--- src/rtl/assert_macros.svh ---
// ----------------------------------------------------------------------------
// assert_macros.svh
// Concurrent assertion helpers shared by the RTL.
// ----------------------------------------------------------------------------
`ifndef ASSERT_MACROS_SVH
`define ASSERT_MACROS_SVH

// Same-cycle implication, disabled while reset is asserted.
`define ASSERT_IMPLIES(label, clk, rst_n, ante, cons) \
  label: assert property (@(posedge clk) disable iff (!(rst_n)) (ante) |-> (cons)) \
    else $error("assertion failed: ante implies cons");

// Next-cycle implication, disabled while reset is asserted.
`define ASSERT_NEXT(label, clk, rst_n, ante, cons) \
  label: assert property (@(posedge clk) disable iff (!(rst_n)) (ante) |=> (cons)) \
    else $error("assertion failed: ante implies cons in the next cycle");

`endif

--- src/rtl/dfem_pkg.sv ---
// ----------------------------------------------------------------------------
// dfem_pkg
// Types and constants of the dual FAT entry merge block.
// ----------------------------------------------------------------------------
package dfem_pkg;

  localparam int unsigned ENTRY_W = 32;
  localparam int unsigned TC_W    = 28;

  // Entries at or above this value are end-of-chain markers.
  localparam logic [ENTRY_W-1:0] EOC_MIN  = 32'h0FFF_FFF8;
  // The bad-cluster marker.
  localparam logic [ENTRY_W-1:0] BAD_MARK = 32'h0FFF_FFF7;

  typedef enum logic [2:0] {
    ST_FREE    = 3'd0,
    ST_VALID   = 3'd1,
    ST_EOC     = 3'd2,
    ST_BAD     = 3'd3,
    ST_CORRUPT = 3'd4
  } status_t;

  // Classification of one entry as handed to the selection logic.
  typedef struct packed {
    status_t kind;
    logic    is_zero;
  } entry_class_t;

endpackage

--- src/rtl/dfem_ifs.sv ---
// ----------------------------------------------------------------------------
// dfem_ifs
// Valid/ready channel interfaces of the dual FAT entry merge block.
// ----------------------------------------------------------------------------
interface dfem_in_if;
  logic                         valid;
  logic                         ready;
  logic [dfem_pkg::ENTRY_W-1:0] primary_entry;
  logic [dfem_pkg::ENTRY_W-1:0] backup_entry;

  modport source (output valid, output primary_entry, output backup_entry, input ready);
  modport sink   (input valid, input primary_entry, input backup_entry, output ready);
endinterface

interface dfem_out_if;
  logic                         valid;
  logic                         ready;
  logic [dfem_pkg::ENTRY_W-1:0] merged_entry;
  logic [2:0]                   entry_status;

  modport source (output valid, output merged_entry, output entry_status, input ready);
  modport sink   (input valid, input merged_entry, input entry_status, output ready);
endinterface

interface dfem_cfg_if;
  logic                      valid;
  logic                      ready;
  logic [dfem_pkg::TC_W-1:0] cluster_count;

  modport source (output valid, output cluster_count, input ready);
  modport sink   (input valid, input cluster_count, output ready);
endinterface

--- src/rtl/dfem_classify.sv ---
// ----------------------------------------------------------------------------
// dfem_classify
// Classifies one FAT32 entry as free, valid link, end of chain, bad or corrupt.
// ----------------------------------------------------------------------------
module dfem_classify (
  input  logic [dfem_pkg::ENTRY_W-1:0] entry,
  input  logic [dfem_pkg::ENTRY_W-1:0] top_link,
  output dfem_pkg::entry_class_t       cls
);

  always_comb begin
    cls.is_zero = (entry == '0);
    if (cls.is_zero) begin
      cls.kind = dfem_pkg::ST_FREE;
    end else if (entry >= dfem_pkg::EOC_MIN) begin
      cls.kind = dfem_pkg::ST_EOC;
    end else if (entry == dfem_pkg::BAD_MARK) begin
      cls.kind = dfem_pkg::ST_BAD;
    end else if ((entry >= dfem_pkg::ENTRY_W'(2)) && (entry <= top_link)) begin
      cls.kind = dfem_pkg::ST_VALID;
    end else begin
      cls.kind = dfem_pkg::ST_CORRUPT;
    end
  end

endmodule

--- src/rtl/dfem_select.sv ---
// ----------------------------------------------------------------------------
// dfem_select
// Picks the merged entry and its status from a classified entry pair.
// ----------------------------------------------------------------------------
module dfem_select (
  input  logic [dfem_pkg::ENTRY_W-1:0] primary_entry,
  input  logic [dfem_pkg::ENTRY_W-1:0] backup_entry,
  input  logic [dfem_pkg::ENTRY_W-1:0] top_link,
  output logic [dfem_pkg::ENTRY_W-1:0] merged_entry,
  output dfem_pkg::status_t            entry_status
);

  dfem_pkg::entry_class_t cls_a;
  dfem_pkg::entry_class_t cls_b;
  logic                   sane_a;
  logic                   sane_b;

  dfem_classify u_cls_a (.entry(primary_entry), .top_link(top_link), .cls(cls_a));
  dfem_classify u_cls_b (.entry(backup_entry),  .top_link(top_link), .cls(cls_b));

  // Free, valid and end of chain count as sane.
  assign sane_a = (cls_a.kind == dfem_pkg::ST_FREE) || (cls_a.kind == dfem_pkg::ST_VALID) ||
                  (cls_a.kind == dfem_pkg::ST_EOC);
  assign sane_b = (cls_b.kind == dfem_pkg::ST_FREE) || (cls_b.kind == dfem_pkg::ST_VALID) ||
                  (cls_b.kind == dfem_pkg::ST_EOC);

  always_comb begin
    merged_entry = primary_entry;
    entry_status = dfem_pkg::ST_CORRUPT;
    if (primary_entry == backup_entry) begin
      entry_status = cls_a.kind;
    end else if (sane_a && (cls_b.kind == dfem_pkg::ST_CORRUPT)) begin
      entry_status = cls_a.kind;
    end else if (sane_b && (cls_a.kind == dfem_pkg::ST_CORRUPT)) begin
      merged_entry = backup_entry;
      entry_status = cls_b.kind;
    end else if (cls_a.is_zero && (cls_b.kind != dfem_pkg::ST_CORRUPT)) begin
      merged_entry = backup_entry;
      entry_status = cls_b.kind;
    end else if (cls_b.is_zero && (cls_a.kind != dfem_pkg::ST_CORRUPT)) begin
      entry_status = cls_a.kind;
    end else if ((cls_a.kind == dfem_pkg::ST_VALID) && (cls_b.kind == dfem_pkg::ST_VALID)) begin
      entry_status = dfem_pkg::ST_VALID;
    end
  end

endmodule

--- src/rtl/dual_fat_entry_merge_core.sv ---
// ----------------------------------------------------------------------------
// dual_fat_entry_merge_core
// Merges primary and backup FAT32 entries into one entry with a status.
// ----------------------------------------------------------------------------
// Usage:
// The in_ch channel takes one transaction per entry pair, the primary and
// backup FAT entries at the same index. The out_ch channel returns one
// transaction per pair, in order: the merged entry and its status code
// (free, valid link, end of chain, bad or corrupt).
// The cfg_ch channel writes the cluster count; it is always ready and should
// be written only while no pair is in flight.
// A pair accepted on in_ch is held in the input register, is classified and
// selected in one pass of comparators, and is then offered from the output
// register; a stall on out_ch can hold it in either register.
// Throughput is one pair per cycle while out_ch does not stall; both registers
// advance together whenever the output register is empty or being taken.
// When the receiver stalls, the output register holds its result and the
// input register fills; in_ch.ready drops only once both are occupied.
// Reset clears both valid flags and sets the cluster count to zero.
// ----------------------------------------------------------------------------
`include "assert_macros.svh"

module dual_fat_entry_merge_core (
  input  logic        clk,
  input  logic        rst_n,
  dfem_in_if.sink     in_ch,
  dfem_out_if.source  out_ch,
  dfem_cfg_if.sink    cfg_ch
);

  // Configuration register.
  logic [dfem_pkg::TC_W-1:0]    cluster_count_r;
  // Highest valid link, cluster count + 2 on the full entry width.
  logic [dfem_pkg::ENTRY_W-1:0] top_link;

  // Input register stage.
  logic                         s1_valid_r;
  logic [dfem_pkg::ENTRY_W-1:0] s1_primary_r;
  logic [dfem_pkg::ENTRY_W-1:0] s1_backup_r;

  // Output register stage.
  logic                         out_valid_r;
  logic [dfem_pkg::ENTRY_W-1:0] out_entry_r;
  dfem_pkg::status_t            out_status_r;

  logic [dfem_pkg::ENTRY_W-1:0] merged_nxt;
  dfem_pkg::status_t            status_nxt;
  logic                         advance;

  assign cfg_ch.ready = 1'b1;

  always_ff @(posedge clk) begin
    if (!rst_n) begin
      cluster_count_r <= '0;
    end else if (cfg_ch.valid) begin
      cluster_count_r <= cfg_ch.cluster_count;
    end
  end

  assign top_link = {{(dfem_pkg::ENTRY_W-dfem_pkg::TC_W){1'b0}}, cluster_count_r} +
                    dfem_pkg::ENTRY_W'(2);

  // The pipeline moves whenever the output register is free or being drained.
  assign advance     = !out_valid_r || out_ch.ready;
  assign in_ch.ready = !s1_valid_r || advance;

  always_ff @(posedge clk) begin
    if (!rst_n) begin
      s1_valid_r <= 1'b0;
    end else if (in_ch.ready) begin
      s1_valid_r <= in_ch.valid;
    end
  end

  always_ff @(posedge clk) begin
    if (in_ch.ready && in_ch.valid) begin
      s1_primary_r <= in_ch.primary_entry;
      s1_backup_r  <= in_ch.backup_entry;
    end
  end

  dfem_select u_select (
    .primary_entry (s1_primary_r),
    .backup_entry  (s1_backup_r),
    .top_link      (top_link),
    .merged_entry  (merged_nxt),
    .entry_status  (status_nxt)
  );

  always_ff @(posedge clk) begin
    if (!rst_n) begin
      out_valid_r <= 1'b0;
    end else if (advance) begin
      out_valid_r <= s1_valid_r;
    end
  end

  always_ff @(posedge clk) begin
    if (advance && s1_valid_r) begin
      out_entry_r  <= merged_nxt;
      out_status_r <= status_nxt;
    end
  end

  assign out_ch.valid        = out_valid_r;
  assign out_ch.merged_entry = out_entry_r;
  assign out_ch.entry_status = out_status_r;

  // A free result always carries the zero entry, a bad result the bad marker.
  `ASSERT_IMPLIES(a_free_is_zero, clk, rst_n,
    out_valid_r && (out_status_r == dfem_pkg::ST_FREE), out_entry_r == '0)
  `ASSERT_IMPLIES(a_bad_is_marker, clk, rst_n,
    out_valid_r && (out_status_r == dfem_pkg::ST_BAD), out_entry_r == dfem_pkg::BAD_MARK)
  // An accepted pair always lands in the input register.
  `ASSERT_NEXT(a_accept_fills_s1, clk, rst_n, in_ch.valid && in_ch.ready, s1_valid_r)
  // A held pair in the input register is never dropped during a stall.
  `ASSERT_NEXT(a_s1_holds, clk, rst_n, s1_valid_r && !advance, s1_valid_r && out_valid_r)

endmodule
--- src/flat_wrapper.sv ---
// flat-port wrapper written by rule: the top's interface ports become plain ports
module dual_fat_entry_merge_core_flat 
  (clk, rst_n, in_ch_valid, in_ch_primary_entry, in_ch_backup_entry, in_ch_ready, out_ch_valid, out_ch_merged_entry, out_ch_entry_status, out_ch_ready, cfg_ch_valid, cfg_ch_cluster_count, cfg_ch_ready);
  dfem_in_if in_ch_i ();
  dfem_out_if out_ch_i ();
  dfem_cfg_if cfg_ch_i ();
  input  logic clk;
  input  logic rst_n;
  input wire logic [$bits(in_ch_i.valid)-1:0] in_ch_valid;
  input wire logic [$bits(in_ch_i.primary_entry)-1:0] in_ch_primary_entry;
  input wire logic [$bits(in_ch_i.backup_entry)-1:0] in_ch_backup_entry;
  output wire logic [$bits(in_ch_i.ready)-1:0] in_ch_ready;
  output wire logic [$bits(out_ch_i.valid)-1:0] out_ch_valid;
  output wire logic [$bits(out_ch_i.merged_entry)-1:0] out_ch_merged_entry;
  output wire logic [$bits(out_ch_i.entry_status)-1:0] out_ch_entry_status;
  input wire logic [$bits(out_ch_i.ready)-1:0] out_ch_ready;
  input wire logic [$bits(cfg_ch_i.valid)-1:0] cfg_ch_valid;
  input wire logic [$bits(cfg_ch_i.cluster_count)-1:0] cfg_ch_cluster_count;
  output wire logic [$bits(cfg_ch_i.ready)-1:0] cfg_ch_ready;
  assign in_ch_i.valid = in_ch_valid;
  assign in_ch_i.primary_entry = in_ch_primary_entry;
  assign in_ch_i.backup_entry = in_ch_backup_entry;
  assign in_ch_ready = in_ch_i.ready;
  assign out_ch_valid = out_ch_i.valid;
  assign out_ch_merged_entry = out_ch_i.merged_entry;
  assign out_ch_entry_status = out_ch_i.entry_status;
  assign out_ch_i.ready = out_ch_ready;
  assign cfg_ch_i.valid = cfg_ch_valid;
  assign cfg_ch_i.cluster_count = cfg_ch_cluster_count;
  assign cfg_ch_ready = cfg_ch_i.ready;
  dual_fat_entry_merge_core u_core (.clk(clk), .rst_n(rst_n), .in_ch(in_ch_i), .out_ch(out_ch_i), .cfg_ch(cfg_ch_i));
endmodule
--- config.mk ---
export PLATFORM = sky130hd
export DESIGN_NAME = dual_fat_entry_merge_core_flat
export DESIGN_NICKNAME = d
export VERILOG_FILES = /design/src/rtl/dfem_pkg.sv /design/src/rtl/dfem_ifs.sv /design/src/rtl/dfem_classify.sv /design/src/rtl/dfem_select.sv /design/src/rtl/dual_fat_entry_merge_core.sv /design/src/flat_wrapper.sv
export VERILOG_INCLUDE_DIRS = /design/src /design/src/rtl
export SDC_FILE = /design/constraint.sdc
export NUM_CORES = 1
export LEC_CHECK = 0
export ABC_AREA = 1
export BUFFER_PORTS_ARGS = -buffer_cell sky130_fd_sc_hd__buf_2
export CORE_ASPECT_RATIO = 1.5
export CORE_MARGIN = 2
export CORE_UTILIZATION = 60
export CTS_CLUSTER_SIZE = 12
export DETAILED_ROUTE_END_ITERATION = 7
export HOLD_SLACK_MARGIN = 0.15
export MAX_ROUTING_LAYER = met4
export PLACE_DENSITY = 0.84
export SKIP_CTS_REPAIR_TIMING = 1
export SYNTH_ARGS = -nofsm -noshare
export SYNTH_HDL_FRONTEND = slang
export SYNTH_HIERARCHICAL = 1
export SYNTH_SLANG_ARGS = --single-unit
--- constraint.sdc ---
create_clock -name clk -period 9.45 [get_ports clk]
set_clock_uncertainty 0.05 [all_clocks]
set_input_delay 0.945 -clock clk [delete_from_list [all_inputs] [get_ports clk]]
set_output_delay 0.945 -clock clk [all_outputs]
set_load 0.01 [all_outputs]
# --- Word level (Yosys, flattened, before mapping) ---
# Cells that the tools add are included.
classes:
  add_sub_neg: 1
  magnitude_cmp: 6
  n_eq_ne: 11
  muxes: 18
  reduce_logical: 21
ops:
  columns: ["op", "n"]
  rows:
  - ["32-bit 2-to-1 mux", 4]
  - ["32-bit by 28-bit == test with 1-bit output, second input constant", 2]
  - ["32-bit by 2-bit greater-or-equal comparator with 1-bit output, second input constant", 2]
  - ["32-bit by 28-bit greater-or-equal comparator with 1-bit output, second input constant", 2]
  - ["32-bit <= comparator", 2]
  - ["32-bit logical NOT", 2]
  - ["3-bit 2-to-1 mux", 14]
  - ["32-bit == test", 1]
  - ["28-bit by 2-bit adder with 29-bit output, second input constant", 1]
  - ["1-bit logical AND", 9]
  - ["3-bit by 1-bit == test with 1-bit output, second input constant", 2]
  - ["3-bit by 2-bit == test with 1-bit output, second input constant", 2]
  - ["3-bit == test, second input constant", 2]
  - ["3-bit logical NOT", 2]
  - ["1-bit logical OR", 6]
  - ["3-bit != test, second input constant", 2]
  - ["1-bit logical NOT", 2]
word_totals:
  regBits: 129
  inputBits: 97
  word_cells: 64

# --- Depth between registers and ports, before layout ---
# Gate-level depths: netlist (run 1).
logic_depth:
  word_depth: 15
  mapped_depth: 30
  depth_no_buf: 29

# --- Cells and area by module ---
# Netlist (run 1), hierarchy kept.
by_module_without_submodules:
  columns: ["module", "instances", "cells_per_inst", "area_per_inst_um2"]
  rows:
  - ["dual_fat_entry_merge_core", 1, 380, 4807.1]
  - ["dfem_classify", 2, 190, 1126.1]
  - ["dfem_select", 1, 337, 1617.8]

# --- Least setup slack after synthesis (run 1) ---
# OpenSTA, ideal clock, no wires.
synth_timing:
  kind: "reg-to-reg"
  from: "register u_core/cluster_count_r[2] (netlist name)"
  to: "register u_core.out_entry_r (netlist bit u_core/out_ch.merged_entry[15]), data pin"
  t_arrival_ns: 3.003
  path_slack_ns: 6.132
  stages_incl_launch_ff: 29
  n_path_buf: 2
  period_less_slack_ns: 3.318
  path_cell_list: "dfxtp_1 ha_1 inv_1 nor2_4 nand2_2 nor2_4 xor2_1 inv_1 ha_1 nand2_1 nand2_1 nand2_1 nand2_1 nand2_1 nand3_1 a21oi_1 nand2_1 nand2_1 nand2_2 a21oi_1 inv_1 nand3_2 nand2_4 buf_12 buf_8 nand2_1 o21ai_0 nand2_1 o21ai_0"
synth_rtl:
  columns: ["element", "line_no", "source"]
  rows:
  - ["start, declared", "dual_fat_entry_merge_core.sv:32", "logic [dfem_pkg::TC_W-1:0] cluster_count_r;"]
  - ["start signal, assigned", "dual_fat_entry_merge_core.sv:56", "cluster_count_r <= cfg_ch.cluster_count;"]
  - ["end signal, assigned", "dual_fat_entry_merge_core.sv:100", "out_entry_r <= merged_nxt;"]
  - ["end, declared", "dual_fat_entry_merge_core.sv:43", "logic [dfem_pkg::ENTRY_W-1:0] out_entry_r;"]

==> results of run 1 <==
[synth_stat cells, types with 25 or more instances]
cell      number
a21oi_1       40
nand4_1       29
o21ai_0       63
nand3_1       30
ha_1          65
dfxtp_1       30
edfxtp_1      99
inv_1        163
nor2_1       125
xnor2_1       31
nand2_1      280
o21ai_1       25
[flip-flops by register name, indices dropped and copies added (netlist names)]
signal                      cells
u_core/s1_valid_r               1
u_core/s1_primary_r            32
u_core/out_ch.valid             1
u_core/out_ch.entry_status      3
u_core/s1_backup_r             32
u_core/out_ch.merged_entry     32
u_core/cluster_count_r         28
[through the flow]
step	util	cell area (µm²)	total power, µW
after global placement	0.674	9470	903
final	0.716	10100	1570
after global routing	0.716	10100	1630
after floorplan	-	8700	834
after CTS	0.716	10100	1560
after detailed placement	0.674	9470	913
[critical path, delay by kind of cell (launching register included)]
family	cells	cell delay, ns
compound gates	3	0.77
flops	1	0.37
fa+ha+maj	2	0.54
buf+inv	3	0.58
simple gates	18	2.02
[kinds of logic (layout without fill, tap and decap cells)]
group           Yosys count  after routing  share of synthesized area
compound gates          142            142                     0.0874
xor+xnor                 37             37                     0.0382
fa+ha+maj                65             65                     0.0937
buf+inv                 189            333                     0.0898
flops                   129            129                      0.412
other cells               2              7                   0.000865
simple gates            533            533                      0.278
[per-layer routing]
layer	vias to the layer above	wire, µm
met3	106	1540
li1	3828	-
met2	411	11300
met5	-	0
met4	0	1210
met1	3501	8480
[worst min-delay path by stage]
stage / startpoint / endpoint / depth (start not counted)
after floorplan: u_core/s1_valid_r$_SDFFE_PN0P_ / u_core/out_ch.valid$_SDFFE_PN0P_ / 2
after global placement: u_core/cluster_count_r[27]$_SDFFE_PN0P_ / u_core/cluster_count_r[27]$_SDFFE_PN0P_ / 2
after detailed placement: u_core/cluster_count_r[27]$_SDFFE_PN0P_ / u_core/cluster_count_r[27]$_SDFFE_PN0P_ / 2
after CTS: u_core/cluster_count_r[26]$_SDFFE_PN0P_ / u_core/cluster_count_r[26]$_SDFFE_PN0P_ / 2
after global routing: u_core/cluster_count_r[27]$_SDFFE_PN0P_ / u_core/cluster_count_r[27]$_SDFFE_PN0P_ / 2
final: u_core/s1_valid_r$_SDFFE_PN0P_ / u_core/s1_valid_r$_SDFFE_PN0P_ / 2
[final cells by class]
type,count,area share
Sequential cell,129,0.355
Inverter,166,0.0619
Clock inverter,12,0.0118
Multi-Input combinational cell,784,0.432
Clock buffer,20,0.0476
Timing Repair Buffer,135,0.0676
Tap cell,192,0.0239
[where the power goes]
group | switching [µW] | internal [µW] | leakage (µW)
Clock | 258 | 397 | 0.000292
Combinational | 129 | 87.0 | 0.00312
Sequential | 45.7 | 649 | 0.00120
Total | 433 | 1130 | 0.00461
==> impl_metrics.ini, run 1 <==
[synth]
synth_area_leader_cell = edfxtp_1
synth_edf_count = 99
ys_async_sr_fraction = 0
yosys_warnings = 6
netlist_area_um2 = 8680
yosysTopAreaCellShare = 0.343
synth_area_leaders = edfxtp_1 34%, nand2_1 12%, ha_1 9.4%
yosysSeqAreaShare = 0.412
synth_seq_cells = 129
synth_area_per_cell_um2 = 7.91
yosysUniqueCellTypes = 39
synth_cells = 1097
ys.flop_type = edfxtp_1

[critical_path]
cp_common_cell = nand2_1
arrival_ns = 4.73
setup.worst_path.end = u_core/out_ch.entry_status[0]$_DFFE_PP_
rr_startpoint = u_core/cluster_count_r[2]$_SDFFE_PN0P_
rr_endpoint = u_core/out_ch.entry_status[0]$_DFFE_PP_
criticalPathCategory = flip-flop to flip-flop
start_kind = flip-flop
rr_worst_depth = 26
slowest_stage = a21oi_1
r2r_slack_ns = 4.84
crit_path_start = u_core/cluster_count_r[2]$_SDFFE_PN0P_
cpPeakStageDelay_ns = 0.45
critPathMaxFanout = 36
crit_required_ns = 9.57
end_kind = flip-flop

[timing]
finalHoldViolations = 0
setup_viol = 0
min_period_over_period = 0.488
relSlewSlack = 0.269
fin_ws_ns = 4.84
worst_pin_slew_ns = 1.09
period_needed_ns = 4.61
finalSetupTns_ns = 0
hold_ws_ns = 0.475
fmax_mhz = 217
rsz0062_at_grt = no
drv_slew = 0

[cts]
cts.sinks = 129
clk_pin_slew_ns = 0.06
cts_buffers = 17
clockBufferDepth = 2
htree_levels = 4
clock_latency_ns = 0.42
cts_tree = built
cts-root-buf = clkbuf_16

[final_layout]
regArea_um2 = 3570
stdcell_count = 1438
multi_input_area_um2 = 4350
finish.net_count = 1395
n_antenna_cell = 0
area_delta_synth_final_pct = 16.0
layout_common_cells = 280 x nand2_1, 162 x inv_1, 133 x buf_2
num-fill-cells = 1113
layout_commonest_cell = nand2_1
layout-drive-gt1-share = 0.189

[global_routing]
gr-usage-all-layers = 0.310
grt_pass1_vias = 7523
grt_first_pass_wirelength_um = 35400
grt_max_degree = 69
use_met2 = 0.517
antenna_found_initial = 0
gr-max-usage-layer = met2
grtUsageMet3 = 0.0526
grt.met1_usage = 0.348
grt.overflow.total = 0

[routing]
route.detailed.drc = 5
firstDrtPassIters = 8
wl_um = 22500
viasPerCell = 5.46
vias = 7846
ant_nets = 0
routedWlPerCell_um = 15.6
drt_iter0_drc = 578

[power_and_ir_drop]
power.leakage_uw = 0.00461
p_per_area_nw_per_um2 = 155
ir_worst_vdd_uv = 116

[floorplanning]
die_h_um = 151
coreArea_um2 = 14100
die-width_um = 102
io_pins = 135
dieArea_um2 = 15500
num_rows = 53
start_util = 0.617

[job]
drv_cap = 0

[placed_design]
dp_worst_setup_slack_ns = 4.93
io_buffers = 133
routabilityCongestion = 1.00
place_hpwl_um = 16800
dpl.cell_count = 1406

[outcome]
violations = design-rule violations
outcome = finished, violations left

[worst_hold_path]
hp-class = flip-flop to flip-flop
(Power assumes the default switching activity.)
==> inputs of run 2 (changes only) <==
- CORE_UTILIZATION: 60 -> 58
- PLACE_DENSITY: 0.84 -> 0.81
- clock period: 9.45 -> 4.3 ns (I/O delays scaled with it)
==> run 2 against run 1 <==
Compared with the run above:
- flip-flop and latch count did not move
- final cell count up 4.7%
- worst hold slack lost 0.33 ns
- die area is 3.3% higher
- cell area rose by 6.4%
- critical endpoint is now u_core/out_ch.merged_entry[30]$_DFFE_PP_
- register-to-register slack lost 4.5 ns
- the flow now finishes without violations
- worst setup slack got worse by 4.5 ns
- first-iteration DRC count shrank 1.6%
==> impl_metrics.ini, run 2 (synthesis results as in run 1) <==
[placed_design]
dp_worst_setup_slack_ns = 0.399
routabilityCongestion = 0.993
place_hpwl_um = 16800
io_buffers = 133
dpl_cell_area_um2 = 9520

[global_routing]
use_met2 = 0.490
grt.met1_usage = 0.317
grt_max_degree = 69
gr-max-usage-layer = met2
antenna_found_initial = 0
grt.overflow.total = 0
grt_pass1_vias = 7494
grt_first_pass_wirelength_um = 35200
grtUsageMet3 = 0.0424
gr-usage-all-layers = 0.288

[critical_path]
cp_common_cell = nand2_1
critPathMaxFanout = 22
crit_cells = 24
start_kind = flip-flop
crit_chain = nand2_1 -> nor2_4 -> nand2_2 -> nor2_8 -> nand3_2 -> nor2_2 -> inv_1 -> ha_1 -> nand2_1 -> nor2_2 -> nand2_1 -> nor2_2 -> nand2_1 -> nand2_1 -> nand2_1 -> nand2_2 -> nand2_1 -> nor2_1 -> nand3_2 -> nand2_4 -> buf_4 -> o21ai_0 -> nand2_1 -> o21ai_0
arrival_ns = 4.03
crit_required_ns = 4.40
criticalPathCategory = flip-flop to flip-flop
path_delay_family = simple AND/OR/NAND/NOR gates
end_kind = flip-flop
rr_worst_depth = 24
slowest_stage = dfxtp_1
critical_path_buf_inv_count = 2
cpPeakStageDelay_ns = 0.46

[power_and_ir_drop]
ir_worst_vdd_uv = 230
p_per_area_nw_per_um2 = 329
power.leakage_uw = 0.00488

[final_layout]
layout-drive-gt1-share = 0.180
num-fill-cells = 1131
n_antenna_cell = 0
multi_input_area_um2 = 4350
finish.net_count = 1458
layout_commonest_cell = nand2_1
layout_common_cells = 280 x nand2_1, 162 x inv_1, 133 x buf_2
postLayoutCellArea_um2 = 10700
area_delta_synth_final_pct = 23.5
regArea_um2 = 3570
utilization = 0.734

[timing]
min_period_over_period = 0.914
drv_slew = 0
fmax_mhz = 255
setup_viol = 0
finalHoldViolations = 0
period_needed_ns = 3.93
finalSetupTns_ns = 0
fin_ws_ns = 0.371
worst_pin_slew_ns = 1.10
relSlewSlack = 0.266

[routing]
viasPerCell = 5.41
firstDrtPassIters = 6
route.detailed.drc = 0
wl_um = 24200
vias = 8135
ant_nets = 0
routedWlPerCell_um = 16.0
drt_iter0_drc = 569

[worst_hold_path]
holdPathStages = 1
hp-class = input pin to flip-flop

[cts]
cts.sinks = 129
clk_pin_slew_ns = 0.06
clockBufferDepth = 2
htree_levels = 4
clock_latency_ns = 0.42
cts-root-buf = clkbuf_16
cts_tree = built
cts_buffers = 17

[floorplanning]
start_util = 0.595
io_pins = 135
dieArea_um2 = 16000
die-width_um = 104
num_rows = 54
coreArea_um2 = 14600
die_h_um = 154

[outcome]
outcome = finished clean

[job]
drv_cap = 0
==> run 2: changes by cell type in the layout (fill, tap and decap cells not counted), moves of 2 or more <==
cell / change
clkinv_1: +2
clkinvlp_4: +2
bufinv_16: +2
clkbuf_16: -2
buf_12: +2
clkinv_4: -4
dlygate4sd3_1: +60
==> run 2: worst reg2reg max path, cell delays in order, from the launching register on <==
cell	delay [ns]
dfxtp_1	0.46
nand2_1	0.18
nor2_4	0.21
nand2_2	0.11
nor2_8	0.16
nand3_2	0.09
nor2_2	0.18
inv_1	0.08
ha_1	0.28
nand2_1	0.06
nor2_2	0.13
nand2_1	0.10
nor2_2	0.14
nand2_1	0.06
nand2_1	0.05
nand2_1	0.06
nand2_2	0.06
nand2_1	0.04
nor2_1	0.22
nand3_2	0.16
nand2_4	0.23
buf_4	0.29
o21ai_0	0.12
nand2_1	0.07
o21ai_0	0.07
==> run 2: path summary, 6_finish.rpt <==
kind,start,to,slack (ns)
worst min-delay path,in_ch_primary_entry[4],u_core/s1_primary_r[4]$_DFFE_PP_,0.15
worst max-delay path,u_core/cluster_count_r[11]$_SDFFE_PN0P_,u_core/out_ch.merged_entry[30]$_DFFE_PP_,0.37
worst min register to register,u_core/cluster_count_r[27]$_SDFFE_PN0P_,u_core/cluster_count_r[27]$_SDFFE_PN0P_,0.44
worst max register to register,u_core/cluster_count_r[11]$_SDFFE_PN0P_,u_core/out_ch.merged_entry[30]$_DFFE_PP_,0.37
==> run 2: report_power, final <==
part	switching (µW)	internal, µW
sequential	101	1430
combinational	292	227
clock	572	914
==> run 2: through the flow <==
step                instances  power, µW  hold WS [ns]
finish                   1505       3530         0.150
global placement         1413       1990         0.434
global route             1505       3670         0.136
detailed placement       1413       2000         0.431
CTS                      1445       3470         0.123
floorplan                1102       1830         0.398
==> run 2: metal layers <==
layer / wire length (µm) / vias to the layer above
met2: 12300 / 445
li1: - / 3948
met4: 1360 / 0
met5: 0 / -
met1: 8880 / 3640
met3: 1630 / 102
==> run 2: final cells by class <==
type | count | area share
tap | 196 | 0.0229
clock inverter | 13 | 0.0149
sequential | 129 | 0.333
inverter | 166 | 0.0581
clock buffer | 19 | 0.0404
timing repair buffer | 198 | 0.124
multi-input combinational | 784 | 0.406
==> inputs of run 3 (changes only) <==
- MAX_ROUTING_LAYER: met4 -> not set
==> run 3 against run 2 <==
Compared with the run above:
- critical endpoint is now u_core/out_ch.entry_status[0]$_DFFE_PP_
- routed wire length rose by 1.7%
- final cell count did not move
- sequential share of layout area barely moved
- die area did not move
- cell area fell by 0.11%
- first-iteration DRC count rose by 21%
- global-route usage fell by 0.45 points
==> impl_metrics.ini, run 3 (synthesis results as in run 1) <==
[critical_path]
start_kind = flip-flop
path_delay_family = simple AND/OR/NAND/NOR gates
crit_required_ns = 4.42
arrival_ns = 4.10
critical_path_buf_inv_count = 4
critPathMaxFanout = 34
cp_common_cell = nand2_1
slowest_stage = dfxtp_1
end_kind = flip-flop
cpPeakStageDelay_ns = 0.36
criticalPathCategory = flip-flop to flip-flop

[worst_hold_path]
hp-class = input pin to flip-flop

[final_layout]
layout_commonest_cell = nand2_1
num-fill-cells = 1131
regArea_um2 = 3570
n_antenna_cell = 0
finish.net_count = 1459
area_delta_synth_final_pct = 23.4
layout_common_cells = 280 x nand2_1, 162 x inv_1, 133 x buf_2
layout-drive-gt1-share = 0.182
stdcell_count = 1505
multi_input_area_um2 = 4370

[floorplanning]
start_util = 0.595
dieArea_um2 = 16000
coreArea_um2 = 14600
die-width_um = 104
io_pins = 135
num_rows = 54
die_h_um = 154

[global_routing]
grt_pass1_vias = 7339
grt.overflow.total = 0
grt_first_pass_wirelength_um = 35500
antenna_found_initial = 0
grt_max_degree = 69
gr-usage-all-layers = 0.283

[cts]
cts.sinks = 129
clock_latency_ns = 0.42
htree_levels = 4
clk_pin_slew_ns = 0.06
cts_buffers = 17
cts_tree = built
clockBufferDepth = 2
cts-root-buf = clkbuf_16

[routing]
routedWlPerCell_um = 16.3
firstDrtPassIters = 7
viasPerCell = 5.43
wl_um = 24600
route.detailed.drc = 0
ant_nets = 0
drt_iter0_drc = 689
vias = 8172

[placed_design]
dpl.cell_count = 1412
routabilityCongestion = 0.948
dp_worst_setup_slack_ns = 0.355
io_buffers = 133
place_hpwl_um = 16900

[job]
drv_cap = 0

[power_and_ir_drop]
power.leakage_uw = 0.00487
ir_worst_vdd_uv = 249
p_per_area_nw_per_um2 = 318

[outcome]
outcome = finished clean

[timing]
finalSetupTns_ns = 0
relSlewSlack = 0.256
finalHoldViolations = 0
drv_slew = 0
period_needed_ns = 3.98
fmax_mhz = 251
worst_pin_slew_ns = 1.11
rsz0062_at_grt = no
fin_ws_ns = 0.319
min_period_over_period = 0.926
setup_viol = 0
[run 3: report_power, final]
group          leakage, µW  internal [µW]  switching [µW]
Clock             0.000256            788             563
Combinational      0.00341            229             294
Sequential         0.00120           1430             103
[run 3: layer usage]
layer  vias to the layer above  GRT usage  part of all wire  wire length, µm
li1                       3950          -                 -                -
met1                      3702      0.325              0.36             8810
met2                       431      0.511              0.52            12700
met3                        89     0.0432             0.073             1790
met4                         0      0.140             0.050             1230
met5                         -          0                 0                0
[run 3: final timing paths]
check                                               start                                      end  slack, ns  cells past startpoint
setup / recovery   u_core/cluster_count_r[2]$_SDFFE_PN0P_  u_core/out_ch.entry_status[0]$_DFFE_PP_       0.32                     28
hold reg to reg   u_core/cluster_count_r[27]$_SDFFE_PN0P_  u_core/cluster_count_r[27]$_SDFFE_PN0P_       0.47                      2
hold / removal                      in_ch_backup_entry[6]          u_core/s1_backup_r[6]$_DFFE_PP_       0.14                      1
setup reg to reg   u_core/cluster_count_r[2]$_SDFFE_PN0P_  u_core/out_ch.entry_status[0]$_DFFE_PP_       0.32                     28
[run 3: through the flow]
stage,util,total power [µW],instance area [µm²],hold slack [ns]
2_1_floorplan,-,1830,8700,0.398
3_3_place_gp,0.652,1990,9520,0.439
3_5_place_dp,0.652,2010,9520,0.450
4_1_cts,0.689,3340,10100,0.119
5_1_grt,0.734,3530,10700,0.141
6_report,0.734,3400,10700,0.144
[run 3: cell type report]
cell class | count | area share
Multi-Input combinational cell | 784 | 0.408
Inverter | 166 | 0.0582
Sequential cell | 129 | 0.334
Timing Repair Buffer | 199 | 0.127
Tap cell | 196 | 0.0229
Clock inverter | 14 | 0.0110
Clock buffer | 17 | 0.0397
